--- config.mk ---
export PLATFORM = sky130hd
export DESIGN_NAME = hd_cell
export DESIGN_NICKNAME = d
export VERILOG_FILES = /design/src/sv/hd_pkg.sv /design/src/sv/hd_cell.sv
export SDC_FILE = /design/constraint.sdc
export NUM_CORES = 1
export LEC_CHECK = 0
export ABC_AREA = 1
export BUFFER_PORTS_ARGS = -buffer_cell sky130_fd_sc_hd__buf_2
export CORE_UTILIZATION = 42
export DETAILED_ROUTE_END_ITERATION = 7
export PLACE_DENSITY = 0.81
export SYNTH_ARGS = -nofsm -noshare
export SYNTH_HDL_FRONTEND = slang
export SYNTH_SLANG_ARGS = --single-unit
--- constraint.sdc ---
create_clock -name i_clk -period 0.8 [get_ports i_clk]
set_input_delay 0.04 -clock i_clk [delete_from_list [all_inputs] [get_ports i_clk]]
set_output_delay 0.04 -clock i_clk [all_outputs]
set_load 0.05 [all_outputs]
--- src/sv/hd_pkg.sv ---
// ----------------------------------------------------------------------------
// hd_pkg
// Shared sizes, tap offsets and types for the horizontal diffusion stencil.
// ----------------------------------------------------------------------------
package hd_pkg;

    localparam int GRID_ROWS    = 64;
    localparam int GRID_COLUMNS = 64;

    localparam int SAMPLE_W = 32;
    localparam int COEF_W   = 4;
    localparam int LAP_W    = SAMPLE_W + 3;
    localparam int FLUX_W   = LAP_W + 1;
    localparam int SUM_W    = FLUX_W + 2;
    localparam int PROD_W   = SUM_W + COEF_W;
    localparam int DIFF_W   = PROD_W + 1;

    // Result lag in beats and length of the sample chain.
    localparam int LAG       = 2 * GRID_ROWS + 2;
    localparam int CHAIN_LEN = 4 * GRID_ROWS + 2;

    localparam int ROW_W  = $clog2(GRID_ROWS);
    localparam int COL_W  = $clog2(GRID_COLUMNS);
    localparam int SEEN_W = $clog2(LAG + 1);

    localparam logic [SEEN_W-1:0] SEEN_FULL = SEEN_W'(LAG);
    localparam logic [ROW_W-1:0]  ROW_LAST  = ROW_W'(GRID_ROWS - 1);
    localparam logic [COL_W-1:0]  COL_LAST  = COL_W'(GRID_COLUMNS - 1);
    localparam logic [ROW_W-1:0]  ROW_LO    = ROW_W'(2);
    localparam logic [ROW_W-1:0]  ROW_HI    = ROW_W'(GRID_ROWS - 3);
    localparam logic [COL_W-1:0]  COL_LO    = COL_W'(2);
    localparam logic [COL_W-1:0]  COL_HI    = COL_W'(GRID_COLUMNS - 3);

    // Chain positions (before the shift) of the samples around the centre,
    // named by their stream offset from the centre point.
    localparam int TAP_C      = 2 * GRID_ROWS + 1;
    localparam int TAP_P1     = TAP_C - 1;
    localparam int TAP_M1     = TAP_C + 1;
    localparam int TAP_P2     = TAP_C - 2;
    localparam int TAP_M2     = TAP_C + 2;
    localparam int TAP_PR     = TAP_C - GRID_ROWS;
    localparam int TAP_MR     = TAP_C + GRID_ROWS;
    localparam int TAP_PR_P1  = TAP_PR - 1;
    localparam int TAP_PR_M1  = TAP_PR + 1;
    localparam int TAP_MR_P1  = TAP_MR - 1;
    localparam int TAP_MR_M1  = TAP_MR + 1;
    localparam int TAP_P2R    = TAP_C - 2 * GRID_ROWS;
    localparam int TAP_M2R    = TAP_C + 2 * GRID_ROWS;

    // Configuration port
    localparam int APB_DATA_W = 32;
    localparam int CFG_ADDR_W = 3;
    localparam logic [CFG_ADDR_W-3:0] REG_COEF   = '0;
    localparam logic [COEF_W-1:0]     COEF_RESET = COEF_W'(7);

    localparam logic [SAMPLE_W-1:0] SAMPLE_ZERO = '0;

    typedef logic signed [SAMPLE_W-1:0] t_sample;

    typedef struct packed {
        t_sample c;
        t_sample p1;
        t_sample m1;
        t_sample p2;
        t_sample m2;
        t_sample pr;
        t_sample mr;
        t_sample pr_p1;
        t_sample pr_m1;
        t_sample mr_p1;
        t_sample mr_m1;
        t_sample p2r;
        t_sample m2r;
    } t_window;

    typedef struct packed {
        logic interior;
        logic frame_end;
    } t_pt_ctl;

endpackage

--- src/sv/hd_cell.sv ---
// ----------------------------------------------------------------------------
// hd_cell
// One stage of the sample chain: takes its neighbor's sample on a shift.
// ----------------------------------------------------------------------------
module hd_cell import hd_pkg::*; (
    input  logic    i_clk,
    input  logic    i_shift,
    input  t_sample i_data,
    output t_sample o_data
);

    t_sample r_data;
    t_sample n_data;

    always_comb begin
        n_data = i_shift ? i_data : r_data;
    end

    always_ff @(posedge i_clk) begin
        r_data <= n_data;
    end

    assign o_data = r_data;

endmodule

==> results of run 1 <==
==> through the flow <==
| stage | worst slack (ns) | utilization [%] | instances | TNS, ns |
|---|---|---|---|---|
| 6_report | -0.184 | 93.6 | 166 | -4.68 |
| 5_1_grt | -0.216 | 93.6 | 166 | -5.76 |
| 4_1_cts | -0.163 | 93.6 | 166 | -4.06 |
| 3_5_place_dp | 0.155 | 66.0 | 126 | 0 |
| 3_3_place_gp | 0.159 | 66.0 | 126 | 0 |
| 2_1_floorplan | 0.159 | - | 32 | 0 |
==> kinds of logic (layout without fill, tap and decap cells) <==
kind of cell / after synthesis / count (layout)
buffers and inverters: 0 / 107
DFF: 32 / 32
==> cell type report <==
cell class / count / area [um^2]
fill: 62 / 133
clock inverter: 1 / 3.75
clock buffer: 7 / 45.0
timing repair buffer: 99 / 886
sequential: 32 / 961
tap: 27 / 33.8
==> placed cells by master (no fill, tap or decap) <==
master         Yosys  routed
dlygate4sd3_1      0      32
clkbuf_1           0       2
buf_12             0       2
edfxtp_1          32      32
buf_6              0      32
clkinv_1           0       1
clkbuf_4           0       5
buf_2              0      33
==> timing repair <==
action / CTS / global route
gates resized for setup: 64 / 0
setup endpoints to repair: 32 / 32
pin swaps: 0 / 0
hold endpoints to repair: 32 / 0
hold buffers: 32 / 0
==> worst min-delay path by stage <==
stage | end | slack [ns] | cells after the start
final | o_data[12] | 0.13 | 2
after CTS | o_data[12] | 0.12 | 2
after global placement | o_data[30] | 0.22 | 1
after global routing | o_data[12] | 0.12 | 2
after floorplan | o_data[0] | 0.14 | 0
after detailed placement | o_data[2] | 0.22 | 1
==> metal layers <==
metal / up-vias / global-route usage (%) / wire (um)
met2: 45 / 56.8 / 1870
met3: 10 / 11.4 / 203
li1: 341 / - / -
met1: 375 / 30.8 / 1210
met5: - / 0 / 0
met4: 0 / 18.1 / 115
==> power by group <==
group,switching [mW],internal (mW)
Clock,0.547,0.338
Sequential,0.0731,1.99
Combinational,0.610,0.413
Total,1.23,2.75
==> out/results.ini, run 1 <==
[status]
status=finished with violations
violations=setup timing

[floorplanning]
core_area_mm2=0.00206
die-area_mm2=0.00248
top_level_ports=66
die_height_um=49.8
start_util_pct=46.6
die_width_um=49.8
rows=16

[worst_setup_path]
crit_slowest_cell=edfxtp_1
cp_top_family=flip-flops
critPathKind=register to output pin
crit_path_end_kind=output pin
worst_ep_required_time_ns=0.76
cp_num_cells=1
cp-endpoint=o_data[0]
critPathBufInv=1
path_max_fanout=1
cp-startpoint=o_data[0]
critPathArrivalTime_ns=0.94
critPathLaunchType=register
cp_cell_sequence=buf_6
crit_path_max_incr_delay_ns=0.44

[hold_path]
hold_start=i_shift
hold_path.class=input pin to register

[grt]
grt_pass1_vias=882
grt_max_degree=20
grt_overflow=0
grt_usage_pct=31.7
grt_pass1_wl_um=4960
antenna_found_initial=0

[drt]
drc=0
final_antenna_net_count=0
vias_per_cell=4.64
drt-total-wl_um=3400
wl_per_cell_um=20.5
drt_first_pass_iters=4
drtIter0Drc=19
via_count=771

[synthesis]
synthSimpleGateAreaFrac_pct=0
synth-compound-area-share_pct=0
synthTopCellsByArea=edfxtp_1
yosys.area_share.adder_pct=0
yosysMostFrequentCell=edfxtp_1
synth_top_area_share_pct=100
ys_types=1
syn_area_per_cell_um2=30.0
synth_area_um2=961
synthMuxAreaShare_pct=0
synthXorXnorAreaFrac_pct=0
synth_commonest_cells=edfxtp_1
synthesis.nets=66
yosys_warnings=0
yosysSeqAreaShare_pct=100
ys_seq_elements=32
ys_async_sr_fraction_pct=0
synth_cells=32
synth-edff-count=32
synth_ff_type=edfxtp_1
yosys.area.top_type=edfxtp_1

[cells_and_area]
largest_reg_flops=32
nets=172
area_growth_pct=101
antenna_cells=0
drive_gt1_share_pct=51.8
fin_area_mm2=0.00193
multi_input_cells=0
multi_input_area_um2=0

[clock_network]
cts_max_path_buffers=2
path_clk_slew_ns=0.10
htree_num_levels=2
cts_root_buf=clkbuf_4
clock-sinks=32
cts_setup_buffers=0
cts_inserted_buffers=5
cts_tree=yes

[power]
power_leakage_nw=0.816
vdd_ir_drop_max_uv=2050
design_power_total_mw=3.98
powerDensity_mw_per_mm2=2060

[timing]
rsz0062_at_grt=yes
whs_ns=0.127
setup_viol=32
final_hold_viol_count=0
worst_slack_ns=-0.184
worst_pin_slew_ns=0.125
fmax_ghz=1.02
finalMaxSlewViolations=0
fin_crit_sh_pct=123
maxSlewHeadroom_pct=91.7
period_needed_ns=0.984

[place]
numPortBuffers=65
placed_area_mm2=0.00136
gp_congestion=0.613

[run]
maxCapViolations=0

Power figures use the tool's default switching activity.
==> run 2, diff against run 1 <==
--- a/config.mk
+++ b/config.mk
@@ -5,11 +5,10 @@
 export SDC_FILE = /design/constraint.sdc
 export NUM_CORES = 1
 export LEC_CHECK = 0
-export ABC_AREA = 1
 export BUFFER_PORTS_ARGS = -buffer_cell sky130_fd_sc_hd__buf_2
-export CORE_UTILIZATION = 42
+export CORE_UTILIZATION = 39
 export DETAILED_ROUTE_END_ITERATION = 7
-export PLACE_DENSITY = 0.81
+export PLACE_DENSITY = 0.76
 export SYNTH_ARGS = -nofsm -noshare
 export SYNTH_HDL_FRONTEND = slang
 export SYNTH_SLANG_ARGS = --single-unit
==> constraint.sdc (replaced) <==
create_clock -name i_clk -period 1 [get_ports i_clk]
set_input_delay 0.05 -clock i_clk [delete_from_list [all_inputs] [get_ports i_clk]]
set_output_delay 0.05 -clock i_clk [all_outputs]
set_load 0.05 [all_outputs]
==> out/results.ini, run 2 (synthesis gave the netlist of run 1 again) <==
[timing]
finalMaxSlewViolations=0  ; unchanged
rsz0062_at_grt=yes
period_needed_ns=0.973
maxSlewHeadroom_pct=82.8  ; -8.9 points
whs_ns=0.150  ; +0.0229 ns
worst_slack_ns=0.0269  ; +0.211 ns
fin_crit_sh_pct=97.3
final_hold_viol_count=0  ; unchanged
worst_pin_slew_ns=0.260  ; +0.135 ns
fmax_ghz=1.03
setup_viol=0  ; -100%

[floorplanning]
die_width_um=51.6  ; +3.6%
rows=17  ; +1
core_area_mm2=0.00228  ; +10%
die-area_mm2=0.00267  ; +7.4%
top_level_ports=66  ; unchanged
die_height_um=51.6  ; +3.6%
start_util_pct=42.2  ; -4.4 points

[cells_and_area]
seqCellArea_um2=961  ; unchanged
multi_input_cells=0  ; unchanged
fin_util_pct=78.9  ; -15 points
nets=172  ; unchanged
largest_reg_flops=32  ; unchanged
final_common_cell=buf_2
multi_input_area_um2=0  ; unchanged
n_fill_cell=127  ; +100%
area_growth_pct=87.0
layout_common_cells=buf_2, dlygate4sd3_1, edfxtp_1, buf_4, buf_6
drive_gt1_share_pct=51.8  ; unchanged
antenna_cells=0  ; unchanged

[grt]
grt_pass1_wl_um=3400  ; -31%
grt_usage_pct=19.7  ; -12 points
grt_overflow=0  ; unchanged
grt_max_degree=18  ; -10%
grt_pass1_vias=745  ; -16%
antenna_found_initial=0  ; unchanged

[place]
gp_congestion=0.655  ; +6.8%
numPortBuffers=65  ; unchanged
dp_slack_ns=0.353  ; +0.198 ns

[worst_setup_path]
cp_top_family=flip-flops
crit_slowest_cell=edfxtp_1
crit_path_end_kind=output pin
critPathLaunchType=register
path_max_fanout=1  ; unchanged
crit_path_max_incr_delay_ns=0.43  ; about the same
critPathKind=register to output pin
cp_cell_sequence=buf_6
critPathBufInv=1  ; unchanged
worst_ep_required_time_ns=0.95  ; +0.19 ns
critPathArrivalTime_ns=0.92  ; -0.02 ns

[drt]
drtIter0Drc=10  ; -9
final_antenna_net_count=0  ; unchanged
drt_first_pass_iters=4  ; unchanged
via_count=723  ; -6.2%
drc=0  ; unchanged
wl_per_cell_um=13.5  ; -34%
vias_per_cell=4.33  ; -6.8%
drt-total-wl_um=2250  ; -34%

[status]
status=finished clean

[clock_network]
cts_max_path_buffers=2  ; unchanged
htree_num_levels=2  ; unchanged
cts_tree=yes
cts_inserted_buffers=5  ; unchanged
path_clk_slew_ns=0.09  ; about the same
clock-sinks=32  ; unchanged
cts_root_buf=clkbuf_4

[hold_path]
hold_path.class=input pin to register
min_delay_path_depth=2  ; unchanged
hold_start=i_shift
whs_endpoint=o_data[21]

[power]
design_power_total_mw=3.00  ; -25%
powerDensity_mw_per_mm2=1670  ; -19%
vdd_ir_drop_max_uv=1230  ; -40%
power_leakage_nw=0.771  ; -5.5%

[run]
maxCapViolations=0  ; unchanged

==> run 2: cell counts in the layout (fill, tap and decap cells not counted) <==
Identical to the previous run, type by type.
==> run 2: cell type report <==
type                    count  area share, %
clock buffers               7           2.51
well taps                  28           1.95
flip-flops and latches     32           53.5
clock inverters             1          0.209
repair buffers             99           41.9
==> run 2: repair_timing <==
| item | in CTS | in global routing |
|---|---|---|
| gates cloned | 0 | 0 |
| setup buffers | 0 | 0 |
| pin swaps | 0 | 0 |
| setup endpoints to repair | 1 | 16 |
| endpoints found under the hold margin | 32 | 0 |
| hold buffers | 32 | 0 |
| resized for setup | 1 | 37 |
==> run 2: how the worst max path moves through the flow <==
stage	depth (start not counted)	slack, ns	endpoint	from
finish	1	0.03	o_data[13]	o_data[13]
global placement	2	0.36	o_data[18]	i_shift
detailed placement	2	0.35	o_data[6]	i_shift
global route	1	-0.008	o_data[13]	o_data[13]
CTS	1	0.002	o_data[17]	o_data[17]
floorplan	0	0.35	o_data[0]	o_data[0]
==> run 2: metrics by stage <==
stage                     std cells  area (um^2)  setup TNS (ns)
after floorplan                  32          961               0
after global placement          127         1360               0
after detailed placement        127         1360               0
after CTS                       167         1730               0
after global routing            167         1800        -0.00830
final                           167         1800               0
==> run 2: power by group <==
group | total, mW | internal (mW) | switching [mW] | leakage (nW)
Sequential | 1.62 | 1.59 | 0.0320 | 0.313
Clock | 0.657 | 0.270 | 0.387 | 0.0269
Combinational | 0.715 | 0.252 | 0.464 | 0.431
==> run 2: routing by layer <==
| layer | part of all wire (%) | vias up | track usage (%) |
|---|---|---|---|
| met5 | 0 | - | 0 |
| met4 | 2.9 | 0 | 10.8 |
| met3 | 10 | 8 | 9.06 |
| met2 | 53 | 49 | 34.2 |
| met1 | 33 | 321 | 19.2 |
| li1 | - | 345 | - |
