### config.mk
export PLATFORM = sky130hd
export DESIGN_NAME = hd_flux
export DESIGN_NICKNAME = d
export VERILOG_FILES = /design/src/sv/hd_pkg.sv /design/src/sv/hd_flux.sv
export SDC_FILE = /design/constraint.sdc
export NUM_CORES = 2
export LEC_CHECK = 0
export BUFFER_PORTS_ARGS = -buffer_cell sky130_fd_sc_hd__buf_2
export CAP_MARGIN = 10
export CORE_AREA = 5 5 314 316
export CTS_BUF_LIST = sky130_fd_sc_hd__clkbuf_4 sky130_fd_sc_hd__clkbuf_8
export DETAILED_ROUTE_END_ITERATION = 7
export DIE_AREA = 0 0 319 321
export MAX_ROUTING_LAYER = met4
export PLACE_DENSITY = 0.84
export SETUP_SLACK_MARGIN = 0.1
export SYNTH_ARGS = -nofsm -noshare
export SYNTH_HDL_FRONTEND = slang
export SYNTH_SLANG_ARGS = --single-unit
### constraint.sdc
create_clock -name i_clk -period 10 [get_ports i_clk]
set_input_delay 1.5 -clock i_clk [delete_from_list [all_inputs] [get_ports i_clk]]
set_output_delay 1.5 -clock i_clk [all_outputs]
set_load 0.05 [all_outputs]
### src/sv/hd_pkg.sv
// ----------------------------------------------------------------------------
// hd_pkg
// Shared sizes, tap offsets and types for the horizontal diffusion stencil.
// ----------------------------------------------------------------------------
package hd_pkg;

    localparam int GRID_ROWS    = 64;
    localparam int GRID_COLUMNS = 64;

    localparam int SAMPLE_W = 32;
    localparam int COEF_W   = 4;
    localparam int LAP_W    = SAMPLE_W + 3;
    localparam int FLUX_W   = LAP_W + 1;
    localparam int SUM_W    = FLUX_W + 2;
    localparam int PROD_W   = SUM_W + COEF_W;
    localparam int DIFF_W   = PROD_W + 1;

    // Result lag in beats and length of the sample chain.
    localparam int LAG       = 2 * GRID_ROWS + 2;
    localparam int CHAIN_LEN = 4 * GRID_ROWS + 2;

    localparam int ROW_W  = $clog2(GRID_ROWS);
    localparam int COL_W  = $clog2(GRID_COLUMNS);
    localparam int SEEN_W = $clog2(LAG + 1);

    localparam logic [SEEN_W-1:0] SEEN_FULL = SEEN_W'(LAG);
    localparam logic [ROW_W-1:0]  ROW_LAST  = ROW_W'(GRID_ROWS - 1);
    localparam logic [COL_W-1:0]  COL_LAST  = COL_W'(GRID_COLUMNS - 1);
    localparam logic [ROW_W-1:0]  ROW_LO    = ROW_W'(2);
    localparam logic [ROW_W-1:0]  ROW_HI    = ROW_W'(GRID_ROWS - 3);
    localparam logic [COL_W-1:0]  COL_LO    = COL_W'(2);
    localparam logic [COL_W-1:0]  COL_HI    = COL_W'(GRID_COLUMNS - 3);

    // Chain positions (before the shift) of the samples around the centre,
    // named by their stream offset from the centre point.
    localparam int TAP_C      = 2 * GRID_ROWS + 1;
    localparam int TAP_P1     = TAP_C - 1;
    localparam int TAP_M1     = TAP_C + 1;
    localparam int TAP_P2     = TAP_C - 2;
    localparam int TAP_M2     = TAP_C + 2;
    localparam int TAP_PR     = TAP_C - GRID_ROWS;
    localparam int TAP_MR     = TAP_C + GRID_ROWS;
    localparam int TAP_PR_P1  = TAP_PR - 1;
    localparam int TAP_PR_M1  = TAP_PR + 1;
    localparam int TAP_MR_P1  = TAP_MR - 1;
    localparam int TAP_MR_M1  = TAP_MR + 1;
    localparam int TAP_P2R    = TAP_C - 2 * GRID_ROWS;
    localparam int TAP_M2R    = TAP_C + 2 * GRID_ROWS;

    // Configuration port
    localparam int APB_DATA_W = 32;
    localparam int CFG_ADDR_W = 3;
    localparam logic [CFG_ADDR_W-3:0] REG_COEF   = '0;
    localparam logic [COEF_W-1:0]     COEF_RESET = COEF_W'(7);

    localparam logic [SAMPLE_W-1:0] SAMPLE_ZERO = '0;

    typedef logic signed [SAMPLE_W-1:0] t_sample;

    typedef struct packed {
        t_sample c;
        t_sample p1;
        t_sample m1;
        t_sample p2;
        t_sample m2;
        t_sample pr;
        t_sample mr;
        t_sample pr_p1;
        t_sample pr_m1;
        t_sample mr_p1;
        t_sample mr_m1;
        t_sample p2r;
        t_sample m2r;
    } t_window;

    typedef struct packed {
        logic interior;
        logic frame_end;
    } t_pt_ctl;

endpackage

### src/sv/hd_flux.sv
// ----------------------------------------------------------------------------
// hd_flux
// Five-stage elastic datapath: Laplacians, limited fluxes, flux sum,
// coefficient product, interior subtract and saturate into output register.
// ----------------------------------------------------------------------------
module hd_flux import hd_pkg::*; (
    input  logic              i_clk,
    input  logic              i_rst_n,
    input  logic              i_valid,
    output logic              o_ready,
    input  t_window           i_win,
    input  t_pt_ctl           i_ctl,
    input  logic [COEF_W-1:0] i_coef,
    output logic              o_valid,
    input  logic              i_ready,
    output t_sample           o_result,
    output logic              o_frame_end
);

    typedef logic signed [LAP_W-1:0]  t_lap;
    typedef logic signed [FLUX_W-1:0] t_flux;

    function automatic t_lap f_lap(t_sample x, t_sample a, t_sample b,
                                   t_sample c, t_sample d);
        return (LAP_W'(x) <<< 2) - LAP_W'(a) - LAP_W'(b) - LAP_W'(c) - LAP_W'(d);
    endfunction

    // Drop a flux whose sign matches the nonzero sign of its local difference.
    function automatic t_flux f_limit(t_flux flux, logic pos, logic neg);
        if ((flux > 0 && pos) || (flux < 0 && neg)) begin
            return '0;
        end
        return flux;
    endfunction

    logic en1, en2, en3, en4, en5;

    // stage 1
    logic r_v1;
    t_lap r_s1_l0, r_s1_lxp, r_s1_lxm, r_s1_lyp, r_s1_lym;
    t_lap n_s1_l0, n_s1_lxp, n_s1_lxm, n_s1_lyp, n_s1_lym;
    logic [3:0] r_s1_pos, r_s1_neg, n_s1_pos, n_s1_neg;
    t_sample r_s1_c;
    t_pt_ctl r_s1_ctl;

    // stage 2
    logic  r_v2;
    t_flux r_s2_fxp, r_s2_fxm, r_s2_fyp, r_s2_fym;
    t_flux n_s2_fxp, n_s2_fxm, n_s2_fyp, n_s2_fym;
    t_sample r_s2_c;
    t_pt_ctl r_s2_ctl;

    // stage 3
    logic r_v3;
    logic signed [SUM_W-1:0] r_s3_sum, n_s3_sum;
    t_sample r_s3_c;
    t_pt_ctl r_s3_ctl;

    // stage 4
    logic r_v4;
    logic signed [PROD_W-1:0] r_s4_prod, n_s4_prod, w_sum_x, w_coef_x;
    t_sample r_s4_c;
    t_pt_ctl r_s4_ctl;

    // stage 5, output register
    logic r_v5;
    t_sample r_s5_result, n_s5_result;
    logic r_s5_frame_end;
    logic signed [DIFF_W-1:0] w_diff;

    // Each stage loads when it is empty or its contents move on.
    assign en5 = !r_v5 || i_ready;
    assign en4 = !r_v4 || en5;
    assign en3 = !r_v3 || en4;
    assign en2 = !r_v2 || en3;
    assign en1 = !r_v1 || en2;
    assign o_ready = en1;

    always_comb begin
        n_s1_l0  = f_lap(i_win.c, i_win.m1, i_win.p1, i_win.mr, i_win.pr);
        n_s1_lxp = f_lap(i_win.p1, i_win.c, i_win.p2, i_win.mr_p1, i_win.pr_p1);
        n_s1_lxm = f_lap(i_win.m1, i_win.m2, i_win.c, i_win.mr_m1, i_win.pr_m1);
        n_s1_lyp = f_lap(i_win.pr, i_win.pr_m1, i_win.pr_p1, i_win.c, i_win.p2r);
        n_s1_lym = f_lap(i_win.mr, i_win.mr_m1, i_win.mr_p1, i_win.m2r, i_win.c);
        n_s1_pos = {i_win.c > i_win.mr, i_win.pr > i_win.c,
                    i_win.c > i_win.m1, i_win.p1 > i_win.c};
        n_s1_neg = {i_win.c < i_win.mr, i_win.pr < i_win.c,
                    i_win.c < i_win.m1, i_win.p1 < i_win.c};
    end

    always_comb begin
        n_s2_fxp = f_limit(FLUX_W'(r_s1_lxp) - FLUX_W'(r_s1_l0), r_s1_pos[0], r_s1_neg[0]);
        n_s2_fxm = f_limit(FLUX_W'(r_s1_l0) - FLUX_W'(r_s1_lxm), r_s1_pos[1], r_s1_neg[1]);
        n_s2_fyp = f_limit(FLUX_W'(r_s1_lyp) - FLUX_W'(r_s1_l0), r_s1_pos[2], r_s1_neg[2]);
        n_s2_fym = f_limit(FLUX_W'(r_s1_l0) - FLUX_W'(r_s1_lym), r_s1_pos[3], r_s1_neg[3]);
    end

    always_comb begin
        n_s3_sum = SUM_W'(r_s2_fxp) - SUM_W'(r_s2_fxm)
                 + SUM_W'(r_s2_fyp) - SUM_W'(r_s2_fym);
    end

    always_comb begin
        w_sum_x   = PROD_W'(r_s3_sum);
        w_coef_x  = PROD_W'($signed({1'b0, i_coef}));
        n_s4_prod = w_sum_x * w_coef_x;
    end

    always_comb begin
        w_diff = DIFF_W'(r_s4_c) - DIFF_W'(r_s4_prod);
        if (!r_s4_ctl.interior) begin
            n_s5_result = r_s4_c;
        end else if (w_diff > DIFF_W'($signed({1'b0, {(SAMPLE_W-1){1'b1}}}))) begin
            n_s5_result = {1'b0, {(SAMPLE_W-1){1'b1}}};
        end else if (w_diff < DIFF_W'($signed({1'b1, {(SAMPLE_W-1){1'b0}}}))) begin
            n_s5_result = {1'b1, {(SAMPLE_W-1){1'b0}}};
        end else begin
            n_s5_result = w_diff[SAMPLE_W-1:0];
        end
    end

    always_ff @(posedge i_clk) begin
        if (!i_rst_n) begin
            r_v1 <= 1'b0;
            r_v2 <= 1'b0;
            r_v3 <= 1'b0;
            r_v4 <= 1'b0;
            r_v5 <= 1'b0;
        end else begin
            if (en1) r_v1 <= i_valid;
            if (en2) r_v2 <= r_v1;
            if (en3) r_v3 <= r_v2;
            if (en4) r_v4 <= r_v3;
            if (en5) r_v5 <= r_v4;
        end
    end

    always_ff @(posedge i_clk) begin
        if (en1) begin
            r_s1_l0  <= n_s1_l0;
            r_s1_lxp <= n_s1_lxp;
            r_s1_lxm <= n_s1_lxm;
            r_s1_lyp <= n_s1_lyp;
            r_s1_lym <= n_s1_lym;
            r_s1_pos <= n_s1_pos;
            r_s1_neg <= n_s1_neg;
            r_s1_c   <= i_win.c;
            r_s1_ctl <= i_ctl;
        end
        if (en2) begin
            r_s2_fxp <= n_s2_fxp;
            r_s2_fxm <= n_s2_fxm;
            r_s2_fyp <= n_s2_fyp;
            r_s2_fym <= n_s2_fym;
            r_s2_c   <= r_s1_c;
            r_s2_ctl <= r_s1_ctl;
        end
        if (en3) begin
            r_s3_sum <= n_s3_sum;
            r_s3_c   <= r_s2_c;
            r_s3_ctl <= r_s2_ctl;
        end
        if (en4) begin
            r_s4_prod <= n_s4_prod;
            r_s4_c    <= r_s3_c;
            r_s4_ctl  <= r_s3_ctl;
        end
        if (en5) begin
            r_s5_result    <= n_s5_result;
            r_s5_frame_end <= r_s4_ctl.frame_end;
        end
    end

    assign o_valid     = r_v5;
    assign o_result    = r_s5_result;
    assign o_frame_end = r_s5_frame_end;

endmodule

==> results.md <==
- Skew-Pair Late Insertion Delay: 0.77 ns
- Post-route ant nets: 0
- Max Cap Viol: 0
- Drt total wl: 180 mm
- Wire length on met3: 15.7 mm
- Critical Setup Path Class: in2reg
- Asr flop ratio synth: 0%
- Max Freq: 156 MHz
- Dpl hpwl: 154 mm
- Setup TNS: 0 ns
- Post_cts resized: 0
- Die Y: 321 µm
- Clock Root Buffer: clkbuf_8
- Syn_area_per_cell: 10.1 µm²
- Layout area overhead: 9.71%
- Grt ovf: 0
- First-pass GRT wire length: 274 mm
- Dominant synthesized flop cell: edfxtp_1
- Crit path required time: 10.47 ns
- Crit path max-delay family: compound AO/OA/AOI/OAI gates
- RSZ-0062 raised after global routing: false
- RePlAce Congestion: 1.04
- Largest family of logic cells by synthesized area: adder cells
- Chip Width: 319 µm
- Die area: 102000 µm²
- Cell Area, Synth: 60600 µm²
- Gr usage total: 35.8%
- Critical Path AT: 6.88 ns
- Via/cell ratio: 5.89
- CTS tree: yes
- Row count: 114
- Buf/Inv on CP: 4
- Metal1 wirelength: 74.8 mm
- Layout Skew: 0.0468 ns
- Syn Inst Count: 5976
- Starting Density: 63.4%
- Routed vias: 46262
- Status: completed
- Worst hold path type: reg2reg
- CTS Buf Count: 100
- Worst-Margin Slew: 1.14 ns
- Compound-Gate Fraction of Synth Area: 13.8%
- CP max-delay cell: o311ai_0
- CP peak stage delay: 0.75 ns
- Syn. warnings: 0
- CTS Hold Bufs: 0
- # DRC: 0
- H-tree depth: 3
- Share of cells above drive strength 1: 11.1%
- DRT iter0 DRCs: 4138
- Average routed wire per standard cell: 22.9 µm
- Min Tclk post-route: 6.41 ns
- Mux cell area share after synthesis: 0.223%
- Final setup fails: 0
- Nets@finish: 8162
- Synth cell types: 103
- Crit. End Element: flop
- Crit path max fanout: 6
- Buffers added on ports: 460
- # clock sinks: 581
- Cells along the critical path: buf_2 -> inv_1 -> fa_1 -> inv_1 -> fa_1 -> fa_1 -> inv_1 -> ha_1 -> a21oi_1 -> o21ai_0 -> o311ai_0 -> a211oi_1 -> o21ai_1 -> a31oi_1 -> a31o_2 -> a2111oi_2 -> o31ai_1 -> a21oi_1 -> xnor2_1
- Highest routing layer actually used: met4
- Core ar.: 95700 µm²
- Final Hold Viols: 0
- Syn_nets: 7655
- First-pass DRT Iterations: 7
- Clock Tree Buf Depth: 3
- # Post-CTS Setup Buffers: 0
- Rel. slew slack: 23.5%
- Post-synth EDFFs: 576
- Seq/Total Area, Yosys: 28.7%
- Setup crit start kind: input pin
- Initial antenna violation count: 22
- Vias in the first global route: 48027
- Largest net degree at the start of global routing: 164
- Wire length on met2: 82.7 mm
- Area share of xor/xnor cells in the synthesized design: 5.10%
- Register bit total from synthesis: 581
- Adder and majority gate portion of the synthesized area: 33.8%
- I/O Pins: 461
- Final cycle utilization of the critical path: 64.1%
- Worst-path clk slew: 0.06 ns
- Count of pins over their slew limit: 0
- Post-Synth Simple-Gate Area: 10.8%
## synth_stat cells, drive strengths merged (8+ instances only)
cell,number,area (µm²)
inv,1146,4300
fa,639,12800
ha,614,7680
edfxtp,576,17300
a21oi,382,1920
nor2,361,1410
nand2,268,1010
o21ai,234,1180
xnor2,228,2000
a21o,203,1520
and2,137,857
xor2,125,1090
o21a,100,753
nor2b,82,543
nand2b,81,507
nor3,78,395
nand3,76,380
nand4,68,425
clkbuf,47,176
and3,42,263
o21bai,42,315
a31oi,37,231
o31ai,28,215
a211oi,27,230
o211ai,26,210
o2bb2ai,23,208
buf,21,141
nor3b,18,145
or2,17,106
or3,17,106
a21boi,16,120
a2111oi,13,151
nor4,13,87.6
o31a,13,123
o2111ai,12,111
a211o,10,87.6
o211a,10,100
and4,9,78.8
mux2i,9,93.8
a31o,8,70.1
a41oi,8,70.1
o22ai,8,62.6
o311ai,8,70.1
## per-layer routing
metal  vias to the layer above  GRT usage, %
li1                      21316             -
met1                     22586          48.6
met2                      2026          56.6
met3                       334          5.36
met4                         0          11.5
met5                         -             -
## metrics by stage
step                      std cells  cell area, µm²  hold WS, ns  util [%]  setup WS (ns)
after floorplan                5976           60600        0.400         -          0.470
after global placement         7657           64400        0.402      67.3           2.99
after detailed placement       7657           64400        0.405      67.3           2.91
after CTS                      7839           66500        0.406      69.5           3.67
after global routing           7853           66500        0.415      69.5           3.36
final                          7854           66500        0.410      69.5           3.59
## cell usage in the layout (no fill, tap or decap), drive strengths merged, types with 17 or more instances in the layout
cell type  count
nor3          78
o211ai        26
nor2b         82
inv         1149
nand2b        81
ha           614
xor2         125
buf          473
clkinv        44
nand3         76
o31ai         28
clkbuf       121
nand4         68
and3          42
o2bb2ai       23
fa           639
o21a         100
and2         137
a211oi        27
a21o         203
nor2         361
o21ai        234
a21oi        382
or2           17
edfxtp       576
a31oi         37
nor3b         18
o21bai        42
xnor2        228
nand2        268
or3           17
## kinds of logic (layout without fill, tap and decap cells)
kind of cell    count (synthesis)  after routing
mux                            12             12
fa+ha+maj                    1253           1253
flops                         581            581
xor+xnor                      353            353
compound gates               1271           1271
simple gates                 1292           1292
other cells                     0             15
buf+inv                      1214           1801
## cell type report
class	instances	area, µm²
Timing Repair Buffer	473	2410
Tap cell	1276	1600
Multi-Input combinational cell	4181	38700
Antenna cell	15	37.5
Clock inverter	61	587
Inverter	1146	4300
Fill cell	7202	29200
Clock buffer	121	1540
Sequential cell	581	17400
## state kept, by name (all words and copies together), names as in the netlist, 4 cells and up
register / count
r_s1_lxp: 35
r_s3_sum: 38
r_s1_pos: 4
r_s2_fxm: 36
r_s2_fxp: 36
r_s1_lyp: 35
r_s1_lxm: 35
r_s2_fyp: 36
r_s1_lym: 35
r_s2_c: 32
r_s2_fym: 36
r_s1_neg: 4
r_s1_c: 32
r_s1_l0: 35
r_s4_c: 32
r_s4_prod: 42
r_s3_c: 32
o_result: 32
## final timing paths
kind	from	end	slack, ns	depth (start not counted)
max	i_win[388]	r_s1_lxm[33]	3.59	19
min	r_s3_ctl[1]	r_s4_ctl[1]	0.41	0
max reg2reg	r_s2_fxp[0]	r_s3_sum[36]	3.95	19
min reg2reg	r_s3_ctl[1]	r_s4_ctl[1]	0.41	0
Power is not shown: default switching activity piles up to over one toggle a cycle in this logic, so the estimate is an artifact.
